## config.mk

```make
export PLATFORM = sky130hd
export DESIGN_NAME = eased_value_ramp_unit
export DESIGN_NICKNAME = d
export VERILOG_FILES = /design/src/hdl/evr_pkg.sv /design/src/hdl/eased_value_ramp_unit.sv
export SDC_FILE = /design/constraint.sdc
export NUM_CORES = 1
export LEC_CHECK = 0
export BUFFER_PORTS_ARGS = -buffer_cell sky130_fd_sc_hd__buf_2
export CAP_MARGIN = 20
export CORE_UTILIZATION = 55
export CTS_CLUSTER_SIZE = 14
export DETAILED_ROUTE_END_ITERATION = 6
export HOLD_SLACK_MARGIN = 0.03
export PLACE_DENSITY = 0.71
export SETUP_SLACK_MARGIN = 0.3
export SLEW_MARGIN = 10
export SYNTH_ARGS = -nofsm -noshare
export SYNTH_HDL_FRONTEND = slang
export SYNTH_SLANG_ARGS = --single-unit
export TNS_END_PERCENT = 50
```

## constraint.sdc

```tcl
create_clock -name clock -period 10.1 [get_ports clock]
set_input_delay 1.01 -clock clock [delete_from_list [all_inputs] [get_ports clock]]
set_output_delay 1.01 -clock clock [all_outputs]
set_load 0.03 [all_outputs]
```

## src/hdl/evr_pkg.sv

```systemverilog
`default_nettype none

package evr_pkg;

   localparam int VALUE_BITS            = 16;
   localparam int DURATION_BITS         = 16;
   localparam int FRACTION_BITS_DEFAULT = 16;

   typedef enum logic {
      FUNC_START = 1'b0,
      FUNC_TICK  = 1'b1
   } func_type;

   typedef struct packed {
      func_type                   func;
      logic signed [VALUE_BITS-1:0] target_value;
      logic [DURATION_BITS-1:0]     duration_ms;
   } req_type;

   typedef struct packed {
      logic signed [VALUE_BITS-1:0] current_value;
      logic                         ramp_running;
   } rsp_type;

endpackage

`default_nettype wire

```

## src/hdl/eased_value_ramp_unit.sv

```systemverilog
`default_nettype none

// channel   direction  ports                          transaction
// req       in         req_valid req_ready req_data   start or tick item
// rsp       out        rsp_valid rsp_ready rsp_data   eased value and running flag
//
// a start item, an idle tick or a final tick goes from idle straight to the done state
// a ramping tick runs the restoring divider, one quotient bit a cycle, then
// makes three passes through the one shared multiplier
// req_ready is high only while the sequencer is idle; rsp has its own register,
// so a new transaction may be taken while a result waits for rsp_ready
// synchronous reset clears the ramp state and both handshakes
module eased_value_ramp_unit #(
   parameter int FRACTION_BITS = evr_pkg::FRACTION_BITS_DEFAULT
) (
   input  wire logic             clock,
   input  wire logic             reset,
   input  wire logic             req_valid,
   output logic                  req_ready,
   input  wire evr_pkg::req_type req_data,
   output logic                  rsp_valid,
   input  wire logic             rsp_ready,
   output evr_pkg::rsp_type      rsp_data
);

   localparam int VB = evr_pkg::VALUE_BITS;
   localparam int DB = evr_pkg::DURATION_BITS;
   localparam int FB = FRACTION_BITS;
   localparam int BW = FB + 2;
   localparam int AW = (VB + 1 > FB + 2) ? VB + 1 : FB + 2;
   localparam int PW = AW + BW;
   localparam int CW = $clog2(FB + 1);

   localparam logic [FB:0]          FIX_ONE  = (FB + 1)'(1) << FB;
   localparam logic signed [PW-1:0] HALF     = PW'(1) << (FB - 1);
   localparam logic signed [PW-1:0] HALF_LO  = (PW'(1) << (FB - 1)) - PW'(1);
   localparam logic [CW-1:0]        DIV_LAST = CW'(FB - 1);

   typedef enum logic [6:0] {
      ST_IDLE   = 7'b0000001,
      ST_DIV    = 7'b0000010,
      ST_SQUARE = 7'b0000100,
      ST_CUBE   = 7'b0001000,
      ST_EASE   = 7'b0010000,
      ST_SCALE  = 7'b0100000,
      ST_DONE   = 7'b1000000
   } state_type;

   state_type state_ff, state_in;

   logic signed [VB-1:0] origin_ff, origin_in;
   logic signed [VB-1:0] goal_ff, goal_in;
   logic signed [VB-1:0] present_ff, present_in;
   logic [DB-1:0]        elapsed_ff, elapsed_in;
   logic [DB-1:0]        length_ff, length_in;
   logic                 active_ff, active_in;

   logic [DB-1:0]        rem_ff, rem_in;
   logic [FB-1:0]        quot_ff, quot_in;
   logic [CW-1:0]        cnt_ff, cnt_in;
   logic [FB:0]          u_ff, u_in;
   logic signed [PW-1:0] prod_ff, prod_in;

   logic                 rsp_valid_ff, rsp_valid_in;
   evr_pkg::rsp_type     rsp_data_ff, rsp_data_in;

   logic [DB-1:0]        elapsed_next;
   logic [DB:0]          rem_shift;
   logic                 rem_fits;
   logic [FB:0]          u_calc;
   logic [FB:0]          prod_hi;
   logic signed [VB:0]   diff;
   logic signed [AW-1:0] mul_a;
   logic signed [BW-1:0] mul_b;
   logic signed [PW-1:0] mul_p;
   logic signed [PW-1:0] rnd;
   logic                 rsp_free;

   assign req_ready = (state_ff == ST_IDLE);
   assign rsp_valid = rsp_valid_ff;
   assign rsp_data  = rsp_data_ff;
   assign rsp_free  = !rsp_valid_ff || rsp_ready;

   assign elapsed_next = (elapsed_ff < length_ff) ? elapsed_ff + DB'(1) : elapsed_ff;
   assign rem_shift    = {rem_ff, 1'b0};
   assign rem_fits     = (rem_shift >= {1'b0, length_ff});
   assign u_calc       = FIX_ONE - {1'b0, quot_ff};
   assign prod_hi      = prod_ff[2*FB:FB];
   assign diff         = {goal_ff[VB-1], goal_ff} - {origin_ff[VB-1], origin_ff};
   assign rnd          = prod_ff + (prod_ff[PW-1] ? HALF_LO : HALF);

   // shared multiplier operand selection
   always_comb begin
      mul_a = '0;
      mul_b = '0;
      unique case (state_ff)
         ST_SQUARE: begin
            mul_a = AW'(u_calc);
            mul_b = BW'(u_calc);
         end
         ST_CUBE: begin
            mul_a = AW'(prod_hi);
            mul_b = BW'(u_ff);
         end
         ST_EASE: begin
            mul_a = AW'(diff);
            mul_b = BW'(FIX_ONE - prod_hi);
         end
         ST_IDLE, ST_DIV, ST_SCALE, ST_DONE: begin
            mul_a = '0;
            mul_b = '0;
         end
         default: begin
            mul_a = '0;
            mul_b = '0;
         end
      endcase
   end

   assign mul_p = PW'(mul_a) * PW'(mul_b);

   always_comb begin
      state_in     = state_ff;
      origin_in    = origin_ff;
      goal_in      = goal_ff;
      present_in   = present_ff;
      elapsed_in   = elapsed_ff;
      length_in    = length_ff;
      active_in    = active_ff;
      rem_in       = rem_ff;
      quot_in      = quot_ff;
      cnt_in       = cnt_ff;
      u_in         = u_ff;
      prod_in      = prod_ff;
      rsp_data_in  = rsp_data_ff;
      rsp_valid_in = rsp_valid_ff && !rsp_ready;

      unique case (state_ff)
         ST_IDLE: begin
            if (req_valid) begin
               state_in = ST_DONE;
               if (req_data.func == evr_pkg::FUNC_START) begin
                  origin_in  = present_ff;
                  goal_in    = req_data.target_value;
                  length_in  = req_data.duration_ms;
                  elapsed_in = '0;
                  active_in  = 1'b1;
               end else if (active_ff) begin
                  elapsed_in = elapsed_next;
                  if (elapsed_next >= length_ff) begin
                     present_in = goal_ff;
                     active_in  = 1'b0;
                  end else begin
                     rem_in   = elapsed_next;
                     cnt_in   = '0;
                     state_in = ST_DIV;
                  end
               end
            end
         end
         ST_DIV: begin
            // restoring division, one quotient bit a cycle
            if (rem_fits) begin
               rem_in = DB'(rem_shift - {1'b0, length_ff});
            end else begin
               rem_in = rem_shift[DB-1:0];
            end
            quot_in = {quot_ff[FB-2:0], rem_fits};
            cnt_in  = cnt_ff + CW'(1);
            if (cnt_ff == DIV_LAST) begin
               state_in = ST_SQUARE;
            end
         end
         ST_SQUARE: begin
            u_in     = u_calc;
            prod_in  = mul_p;
            state_in = ST_CUBE;
         end
         ST_CUBE: begin
            prod_in  = mul_p;
            state_in = ST_EASE;
         end
         ST_EASE: begin
            prod_in  = mul_p;
            state_in = ST_SCALE;
         end
         ST_SCALE: begin
            // round to nearest, ties away from zero
            present_in = origin_ff + rnd[FB+VB-1:FB];
            state_in   = ST_DONE;
         end
         ST_DONE: begin
            if (rsp_free) begin
               rsp_data_in.current_value = present_ff;
               rsp_data_in.ramp_running  = active_ff;
               rsp_valid_in              = 1'b1;
               state_in                  = ST_IDLE;
            end
         end
         default: begin
            state_in = ST_IDLE;
         end
      endcase
   end

   always_ff @(posedge clock) begin
      if (reset) begin
         state_ff     <= ST_IDLE;
         origin_ff    <= '0;
         goal_ff      <= '0;
         present_ff   <= '0;
         elapsed_ff   <= '0;
         length_ff    <= '0;
         active_ff    <= 1'b0;
         rsp_valid_ff <= 1'b0;
      end else begin
         state_ff     <= state_in;
         origin_ff    <= origin_in;
         goal_ff      <= goal_in;
         present_ff   <= present_in;
         elapsed_ff   <= elapsed_in;
         length_ff    <= length_in;
         active_ff    <= active_in;
         rsp_valid_ff <= rsp_valid_in;
      end
   end

   always_ff @(posedge clock) begin
      rem_ff      <= rem_in;
      quot_ff     <= quot_in;
      cnt_ff      <= cnt_in;
      u_ff        <= u_in;
      prod_ff     <= prod_in;
      rsp_data_ff <= rsp_data_in;
   end

endmodule

`default_nettype wire

```

# --- Word-level counts from Yosys, hierarchy flattened ---
# Cells that the tools add are included.
classes:
  bitwise: 1
  mux: 34
  n_addsub: 8
  reduce_logical: 14
  eq_ne: 16
  n_lt_le_gt_ge: 3
  multipliers: 1
ops:
  columns: ["op", "count"]
  rows:
  - ["$mux W16", 13]
  - ["$pmux W18 S3", 2]
  - ["$pmux W16 S2", 2]
  - ["$pmux W7 S7", 1]
  - ["$mux W7", 6]
  - ["$mul A18 B18 Y36", 1]
  - ["$add A32 B17 Y32", 1]
  - ["$mux W5", 4]
  - ["$sub A17 B17 Y18 const A", 1]
  - ["$ge A17 B16 Y1", 1]
  - ["$sub A16 B16 Y17", 1]
  - ["$sub A17 B16 Y17 const A", 1]
  - ["$add A16 B1 Y16 const B", 1]
  - ["$add A16 B16 Y16", 1]
  - ["$ge A16 B16 Y1", 1]
  - ["$lt A16 B16 Y1", 1]
  - ["$sub A16 B16 Y16", 1]
  - ["$pmux W5 S2", 1]
  - ["$reduce_and A5 Y1", 2]
  - ["$reduce_and A3 Y1", 3]
  - ["$ne A2 B1 Y1 const B", 4]
  - ["$ne A2 B2 Y1 const B", 4]
  - ["$eq A7 B1 Y1 const B", 1]
  - ["$eq A7 B2 Y1 const B", 1]
  - ["other kinds (15)", 22]
word_totals:
  out_inout_bits: 19
  word_cells: 92
  inputBits: 37
  reg_bits: 196

# --- Depth between registers and ports, before layout ---
# Gate-level depths: netlist of the first run.
logic_depth:
  word_depth: 8
  mapped_depth: 34
  ltp_nobuf: 34

# --- Least setup slack after synthesis of the first run ---
# Ideal clock, no wire load.
synth_timing:
  path_type: "register to register"
  start: "register goal_ff[0]"
  end: "register prod_ff[30], data pin"
  synth_period_minus_slack_ps: 8123
  arrival_time_ps: 7865
  stages_incl_launch_ff: 35
  setup_ps: 258
  n_path_buf: 1
  slack_ps: 1977
  required_ps: 9842
  cell_sequence: "dfxtp_1 -> inv_1 -> ha_1 -> fa_1 -> nor2b_1 -> o21ai_0 -> a21boi_0 -> o21ai_1 -> a21boi_0 -> o21a_1 -> nor3_1 -> o31ai_2 -> buf_2 -> nand2_1 -> fa_1 -> fa_1 -> inv_1 -> fa_1 -> inv_1 -> fa_1 -> inv_1 -> fa_1 -> inv_1 -> fa_1 -> inv_1 -> ha_1 -> a211o_1 -> a21oi_1 -> o21ai_0 -> a211o_1 -> a31o_2 -> a21oi_1 -> o21ai_0 -> a31oi_1 -> xnor2_1"
synth_between:
  elab_chain_len: 3
synth_rtl:
  columns: ["element", "line", "rtl"]
  rows:
  - ["from (decl)", "eased_value_ramp_unit.sv:52", "logic signed [VB-1:0] goal_ff, goal_in;"]
  - ["from (signal assigned)", "eased_value_ramp_unit.sv:219", "goal_ff <= goal_in;"]
  - ["$sub A16 B16 Y17", "eased_value_ramp_unit.sv:89", "assign diff = {goal_ff[VB-1], goal_ff} - {origin_ff[VB-1], origin_ff};"]
  - ["$pmux W18 S3", "eased_value_ramp_unit.sv:96", "unique case (state_ff)"]
  - ["$mul A18 B18 Y36", "eased_value_ramp_unit.sv:120", "assign mul_p = PW'(mul_a) * PW'(mul_b);"]
  - ["net mul_p[30]", "eased_value_ramp_unit.sv:75", "logic signed [PW-1:0] mul_p;"]
  - ["to (signal assigned)", "eased_value_ramp_unit.sv:233", "prod_ff <= prod_in;"]
  - ["to (decl)", "eased_value_ramp_unit.sv:62", "logic signed [PW-1:0] prod_ff, prod_in;"]
# The timed path passes the listed nets, and every way through them passes these cells.
# A chain may end at the register's enable or synchronous reset.

# --- Worst setup path after layout of the first run ---
layout_timing:
  start: "register origin_ff[1]"
  end: "register prod_ff[30], data pin"
layout_between:
  elab_chain_len: 3
layout_rtl:
  columns: ["element", "line", "rtl"]
  rows:
  - ["from (decl)", "eased_value_ramp_unit.sv:51", "logic signed [VB-1:0] origin_ff, origin_in;"]
  - ["from (signal assigned)", "eased_value_ramp_unit.sv:218", "origin_ff <= origin_in;"]
  - ["$sub A16 B16 Y17", "eased_value_ramp_unit.sv:89", null]
  - ["$pmux W18 S3", "eased_value_ramp_unit.sv:96", null]
  - ["$mul A18 B18 Y36", "eased_value_ramp_unit.sv:120", null]
  - ["net mul_p[30]", "eased_value_ramp_unit.sv:75", null]
# The timed path passes the listed nets, and every way through them passes these cells.

==> impl_metrics.toml, run 1 <==
[finish]
layout_commonest_cell = "inv_1"
design_area_sq_um = 25500
area_delta_synth_final_pct = 6.52
n_antenna_cell = 0
nFillCells = 3805
finish.utilization = 0.594
seq_area_sq_um = 4930
layout_common_cells = "468 x inv_1, 338 x nand2_1, 333 x fa_1, 219 x nor2_1, 191 x ha_1"
nNetsFinal = 3221
multi_input_area_sq_um = 16900
drive_above_1_share = 0.0677

[worst_setup_path]
critPathMaxStageDelay_ps = 600
cp_top_family = "adder cells"
startpoint_type = "flop"
crit_required_ps = 10310
crit_path_end_kind = "flop"
worstPathArrival_ps = 9430
crit_path_frequent_cell = "fa_1"
criticalPathCategory = "flop to flop"
cp_max_fo = 10
cp_slowest_cell = "and3_1"
worst-path-buf-inv = 4

[logic_synthesis]
yosys.cell_types.count = 78
yosys_warnings = 0
mappedNetlistNets = 3199
synth_async_sr_flop_share = 0
synth.avg_cell_area_sq_um = 9.08
synthFlopType = "edfxtp_1"
synth.area.top_cells = "fa_1 28%, edfxtp_1 13%, ha_1 10%, dfxtp_1 7.4%, inv_1 7.3%"
yosysSeqAreaShare = 0.206
synth_top_area_frac = 0.278
syn-cell-area_sq_um = 24000
synth_seq_cells = 194
yosysTopAreaCell = "fa_1"
synth_cells = 2638
synth-edff-count = 105

[power]
power.internal_mw = 1.28
pwr-share-seq = 0.481
power.switching_uw = 479
power_frac_comb = 0.121
p_sw_frac = 0.273
total_power_mw = 1.76
p_clk_frac = 0.398
p_leak_nw = 11.7
power_density_nw_per_um2 = 68.9
vdd_drop_max_v = 0.000121

[global_route]
grt_max_degree = 85
grt_pass1_vias = 19100
antenna_found_initial = 1
overflow = 0
grt_pass1_wl_um = 100000
grtUsageTotal = 0.291

[die]
io-pin-count = 56
die_area_sq_um = 44400
core_area_sq_um = 43000
die_x_um = 211
placementRows = 76
die_h_um = 211
start_util = 0.557

[clock_tree]
clk_latency_ps = 460
cts.sinks = 194
cts_setup_buffers = 0
clockBufferDepth = 2
clk_pin_slew_ps = 80
htreeDepth = 4
clock-root-buffer = "clkbuf_16"
cts_resized = 0
cts_made_buffers = 17
cts_hold_buffers = 0
cts_tree = "done"

[detailed_routing]
vias = 18800
wire_per_inst_um = 19.0
drtAntennaViolNets = 0
drtIter0Drc = 1226
wl_um = 61900
via_per_inst = 5.76
dr.pass1.iters = 6
route.detailed.drc = 0

[timing]
fin_crit_sh = 0.912
slew_violations = 0
holdWs_ps = 455
max_freq_mhz = 109
fin_skew_ps = 12.8
setup_viol = 0
final_hold_viol_count = 0
fin_crit_ps = 9220
rsz0062_at_grt = "no"
setup_tns_ps = 0
worst_pin_slew_ps = 1120
max_slew_margin = 0.249

[place]
gp_congestion = 0.979
dpl_cell_area_sq_um = 24900
place_hpwl_um = 49100
io_buffers = 55

[run]
drv_cap = 0

[run_status]
status = "completed"

[hold_path]
worst_hold_path_type = "flop to flop"
-- synth_stat cells (all sizes together) (17+ instances only) --
library cell  instances
nor2b                26
mux2                 18
nand2b               17
a21o                 34
nand2               338
fa                  333
nand3                33
a21oi               141
dfxtp                89
xor2                 37
inv                 468
a211oi               33
mux2i                24
xnor2                87
o21ai                60
and3                 20
nor2                220
edfxtp              105
ha                  191
clkbuf               74
o21a                 23
nor3                 24
and2                 36
buf                  21
-- worst reg2reg max path: cells and delay by family, from the launching register on --
| kind | cells | cell delay [ps] |
|---|---|---|
| adders and majority gates | 8 | 3750 |
| AOI/OAI and AO/OA | 11 | 2560 |
| and+or+nand+nor | 6 | 1870 |
| DFF | 1 | 450 |
| buffers and inverters | 4 | 220 |
| xor gates and xnor gates | 1 | 140 |
-- metrics by stage --
stage | cells | setup slack (ps)
floorplan | 2638 | 1980
global placement | 3225 | 1350
detailed placement | 3226 | 1010
CTS | 3258 | 973
global route | 3258 | 395
finish | 3258 | 884
-- final timing paths --
check	from	endpoint	slack, ps	cells after the start
worst min register to register	length_ff[8]$_SDFFE_PP0P_	length_ff[8]$_SDFFE_PP0P_	450	2
worst max register to register	origin_ff[1]$_SDFFE_PP0P_	prod_ff[30]$_DFFE_PN_	880	30
worst max-delay path	origin_ff[1]$_SDFFE_PP0P_	prod_ff[30]$_DFFE_PN_	880	30
worst min-delay path	length_ff[8]$_SDFFE_PP0P_	length_ff[8]$_SDFFE_PP0P_	450	2
-- area by class of cell --
class / count / share of cell area
repair buffers: 98 / 0.0242
clock buffers: 18 / 0.0177
well taps: 585 / 0.0287
inverters: 468 / 0.0689
multi-input cells: 1881 / 0.662
flip-flops and latches: 194 / 0.193
clock inverters: 14 / 0.00544
-- per-layer routing --
layer / share of wire / up-vias / GRT usage
li1: - / 8587 / -
met1: 0.39 / 9326 / 0.363
met2: 0.50 / 689 / 0.514
met3: 0.063 / 162 / 0.0369
met4: 0.038 / 0 / 0.108
met5: 0 / - / 0
-- power by group through the flow --
stage / Clock [mW] / Combinational, mW / Sequential, mW
4_1_cts: 0.710 / 0.211 / 0.846
3_5_place_dp: 0 / 0.210 / 0.864
6_report: 0.699 / 0.213 / 0.846
5_1_grt: 0.738 / 0.235 / 0.847
2_1_floorplan: 0 / 0.152 / 0.863
3_3_place_gp: 0 / 0.203 / 0.863
-- cells by family (layout without fill, tap and decap cells) --
kind of cell	count (synthesis)	after routing	synth area share
mux	42	42	0.0185
simple gates	781	781	0.147
xor+xnor	124	124	0.0453
compound gates	410	410	0.115
buf+inv	563	598	0.0898
flops	194	194	0.206
fa+ha+maj	524	524	0.378
-- state kept, by name, indices dropped and copies added (netlist names) --
| name | cells |
|---|---|
| goal_ff | 16 |
| quot_ff | 16 |
| rsp_data | 17 |
| u_ff | 17 |
| length_ff | 16 |
| rsp_valid | 1 |
| present_ff | 16 |
| rem_ff | 16 |
| state_ff | 7 |
| prod_ff | 34 |
| active_ff | 1 |
| elapsed_ff | 16 |
| cnt_ff | 5 |
| origin_ff | 16 |
No activity file was read; power rests on OpenSTA's default activity.
==> run 2: changes to the inputs <==
Settings changed: PLACE_DENSITY 0.71 to 0.74.
Clock period 10.1 ns to 8.1 ns, I/O delays scaled along.
==> run 2 against run 1 <==
- first-iteration DRC count is 22% higher
- non-clock buffer count is 146 higher
- count of clock-buffer cells in the layout stayed put
- final area is 7.8% higher
- fmax is 15% higher
- register-to-register slack worse by 760 ps
- sequential cell count stayed put
- core utilization is 4.6 points higher
- die area stayed put
- clock skew is 1.3 ps lower
- final cell count is 4.5% higher
- critical endpoint is now prod_ff[32]$_DFFE_PN_
- highest routed layer unchanged
==> impl_metrics.toml, run 2 (same netlist as run 1, synthesis figures left out) <==
[timing]
max_freq_mhz = 125
fin_crit_ps = 7980
max_slew_margin = 0.286
fin_skew_ps = 11.5
rsz0062_at_grt = "yes"
slew_violations = 0
final_hold_viol_count = 0
fin_crit_sh = 0.985
worst_pin_slew_ps = 1070
setup_viol = 0

[worst_setup_path]
worstPathArrival_ps = 8190
criticalPathCategory = "flop to flop"
startpoint_type = "flop"
crit_path_end_kind = "flop"
rr_startpoint = "goal_ff[1]$_SDFFE_PP0P_"
crit_required_ps = 8310
r2r_slack_ps = 120
cp_max_fo = 6
reg2reg_depth = 34
cp_slowest_cell = "fa_1"
crit_path_frequent_cell = "fa_1"
timing.rr.end = "prod_ff[32]$_DFFE_PN_"
cp-startpoint = "goal_ff[1]$_SDFFE_PP0P_"
critPathMaxStageDelay_ps = 560

[die]
placementRows = 76
die_x_um = 211
die_area_sq_um = 44400
start_util = 0.557
die_h_um = 211
io-pin-count = 56
core_area_sq_um = 43000

[finish]
layout_common_cells = "450 x inv_1, 335 x nand2_1, 330 x fa_1, 206 x nor2_1, 173 x ha_1"
finish.utilization = 0.640
n_antenna_cell = 0
area_delta_synth_final_pct = 14.8
drive_above_1_share = 0.160
design_area_sq_um = 27500
layout_commonest_cell = "inv_1"
nNetsFinal = 3367
largest_reg_flops = 34
regMostFlops = "prod_ff"

[clock_tree]
cts.sinks = 194
htreeDepth = 4
cts_made_buffers = 17
cts_hold_buffers = 0
cts_tree = "done"
clock-root-buffer = "clkbuf_16"
clk_latency_ps = 470
clk_pin_slew_ps = 80
clockBufferDepth = 2

[global_route]
grt_max_degree = 85
grt_util_met3 = 0.0387
top_usage_layer = "met2"
antenna_found_initial = 0
use_met2 = 0.529
grt_util_met1 = 0.375
grtUsageTotal = 0.306
overflow = 0
grt_pass1_vias = 20100
grt_pass1_wl_um = 105000

[hold_path]
worstHoldEndpoint = "length_ff[4]$_SDFFE_PP0P_"
hold_path_depth = 2
worstHoldStart = "length_ff[4]$_SDFFE_PP0P_"
worst_hold_path_type = "flop to flop"

[place]
io_buffers = 55
dpl_cell_area_sq_um = 25800
place_hpwl_um = 52700
gp_congestion = 1.02

[power]
total_power_mw = 2.25
power_frac_comb = 0.144
p_sw_frac = 0.280
power.switching_uw = 629
p_leak_nw = 12.5
power.internal_mw = 1.62
p_clk_frac = 0.387
power_density_nw_per_um2 = 81.7
vdd_drop_max_v = 0.000148
pwr-share-seq = 0.470

[detailed_routing]
drtAntennaViolNets = 0
vias = 19500
wl_um = 66200
drtIter0Drc = 1493
wire_per_inst_um = 19.5
via_per_inst = 5.72
dr.pass1.iters = 5
route.detailed.drc = 0

[run_status]
status = "completed"

[run]
drv_cap = 0
==> run 2: cell types whose count changed in the layout (fill, tap and decap cells not counted), moves of 7 or more <==
cell / change
a21oi_2: +11
nor2_1: -13
buf_4: +122
nor2_2: +7
ha_4: +16
o21ai_0: -7
inv_1: -18
inv_2: +18
buf_12: +8
ha_1: -18
a21oi_1: -13
buf_6: +15
o21ai_2: +7
==> run 2: how the worst max path moves through the flow <==
| stage | end | slack, ps | cells after the start |
|---|---|---|---|
| floorplan | prod_ff[32]$_DFFE_PN_ | 300 | 33 |
| global placement | prod_ff[32]$_DFFE_PN_ | -90 | 32 |
| detailed placement | prod_ff[32]$_DFFE_PN_ | -220 | 32 |
| CTS | prod_ff[32]$_DFFE_PN_ | 90 | 31 |
| global route | prod_ff[32]$_DFFE_PN_ | -190 | 34 |
| finish | prod_ff[32]$_DFFE_PN_ | 120 | 34 |
==> run 2: what timing repair did <==
action                                  4_1_cts  5_1_grt
endpoints found under the setup margin       10       16
setup buffers                                15       18
hold endpoints to repair                      0        0
cloned                                        0        1
pin swaps                                    65       69
resized for setup                            62      106
==> run 2: per-stage QoR <==
step | cells | TNS (ps) | hold WS [ps] | worst slack [ps]
final | 3404 | 0 | 454 | 119
after global routing | 3404 | -419 | 474 | -186
after CTS | 3383 | 0 | 454 | 92.5
after detailed placement | 3336 | -748 | 445 | -216
after global placement | 3336 | -143 | 439 | -87.6
after floorplan | 2638 | 0 | 430 | 303
==> run 2: worst max-delay path: cells and delay by family (launching register included) <==
kind / cells / cell delay [ps]
AOI/OAI and AO/OA: 12 / 2090
xor gates and xnor gates: 1 / 140
adders and majority gates: 8 / 3540
buffers and inverters: 8 / 820
DFF: 1 / 340
and+or+nand+nor: 5 / 780
==> run 2: layout make-up <==
class,count,area (sq um)
clock buffer,18,429
tap,585,732
sequential,194,4940
inverter,468,1760
multi-input combinational,1881,17600
timing repair buffer,244,1880
clock inverter,14,168
fill,3539,15500
==> run 2: power groups by stage <==
stage	clock, mW	sequential (mW)	combinational (mW)
after detailed placement	0	1.08	0.271
after global routing	0.909	1.06	0.349
after CTS	0.873	1.05	0.294
final	0.869	1.05	0.323
after floorplan	0	1.08	0.193
after global placement	0	1.08	0.264
==> run 2: metal layers <==
| metal | routed length, um | share of wire |
|---|---|---|
| met2 | 32800 | 0.49 |
| met3 | 4010 | 0.060 |
| met5 | 0 | 0 |
| met4 | 3630 | 0.055 |
| met1 | 25800 | 0.39 |
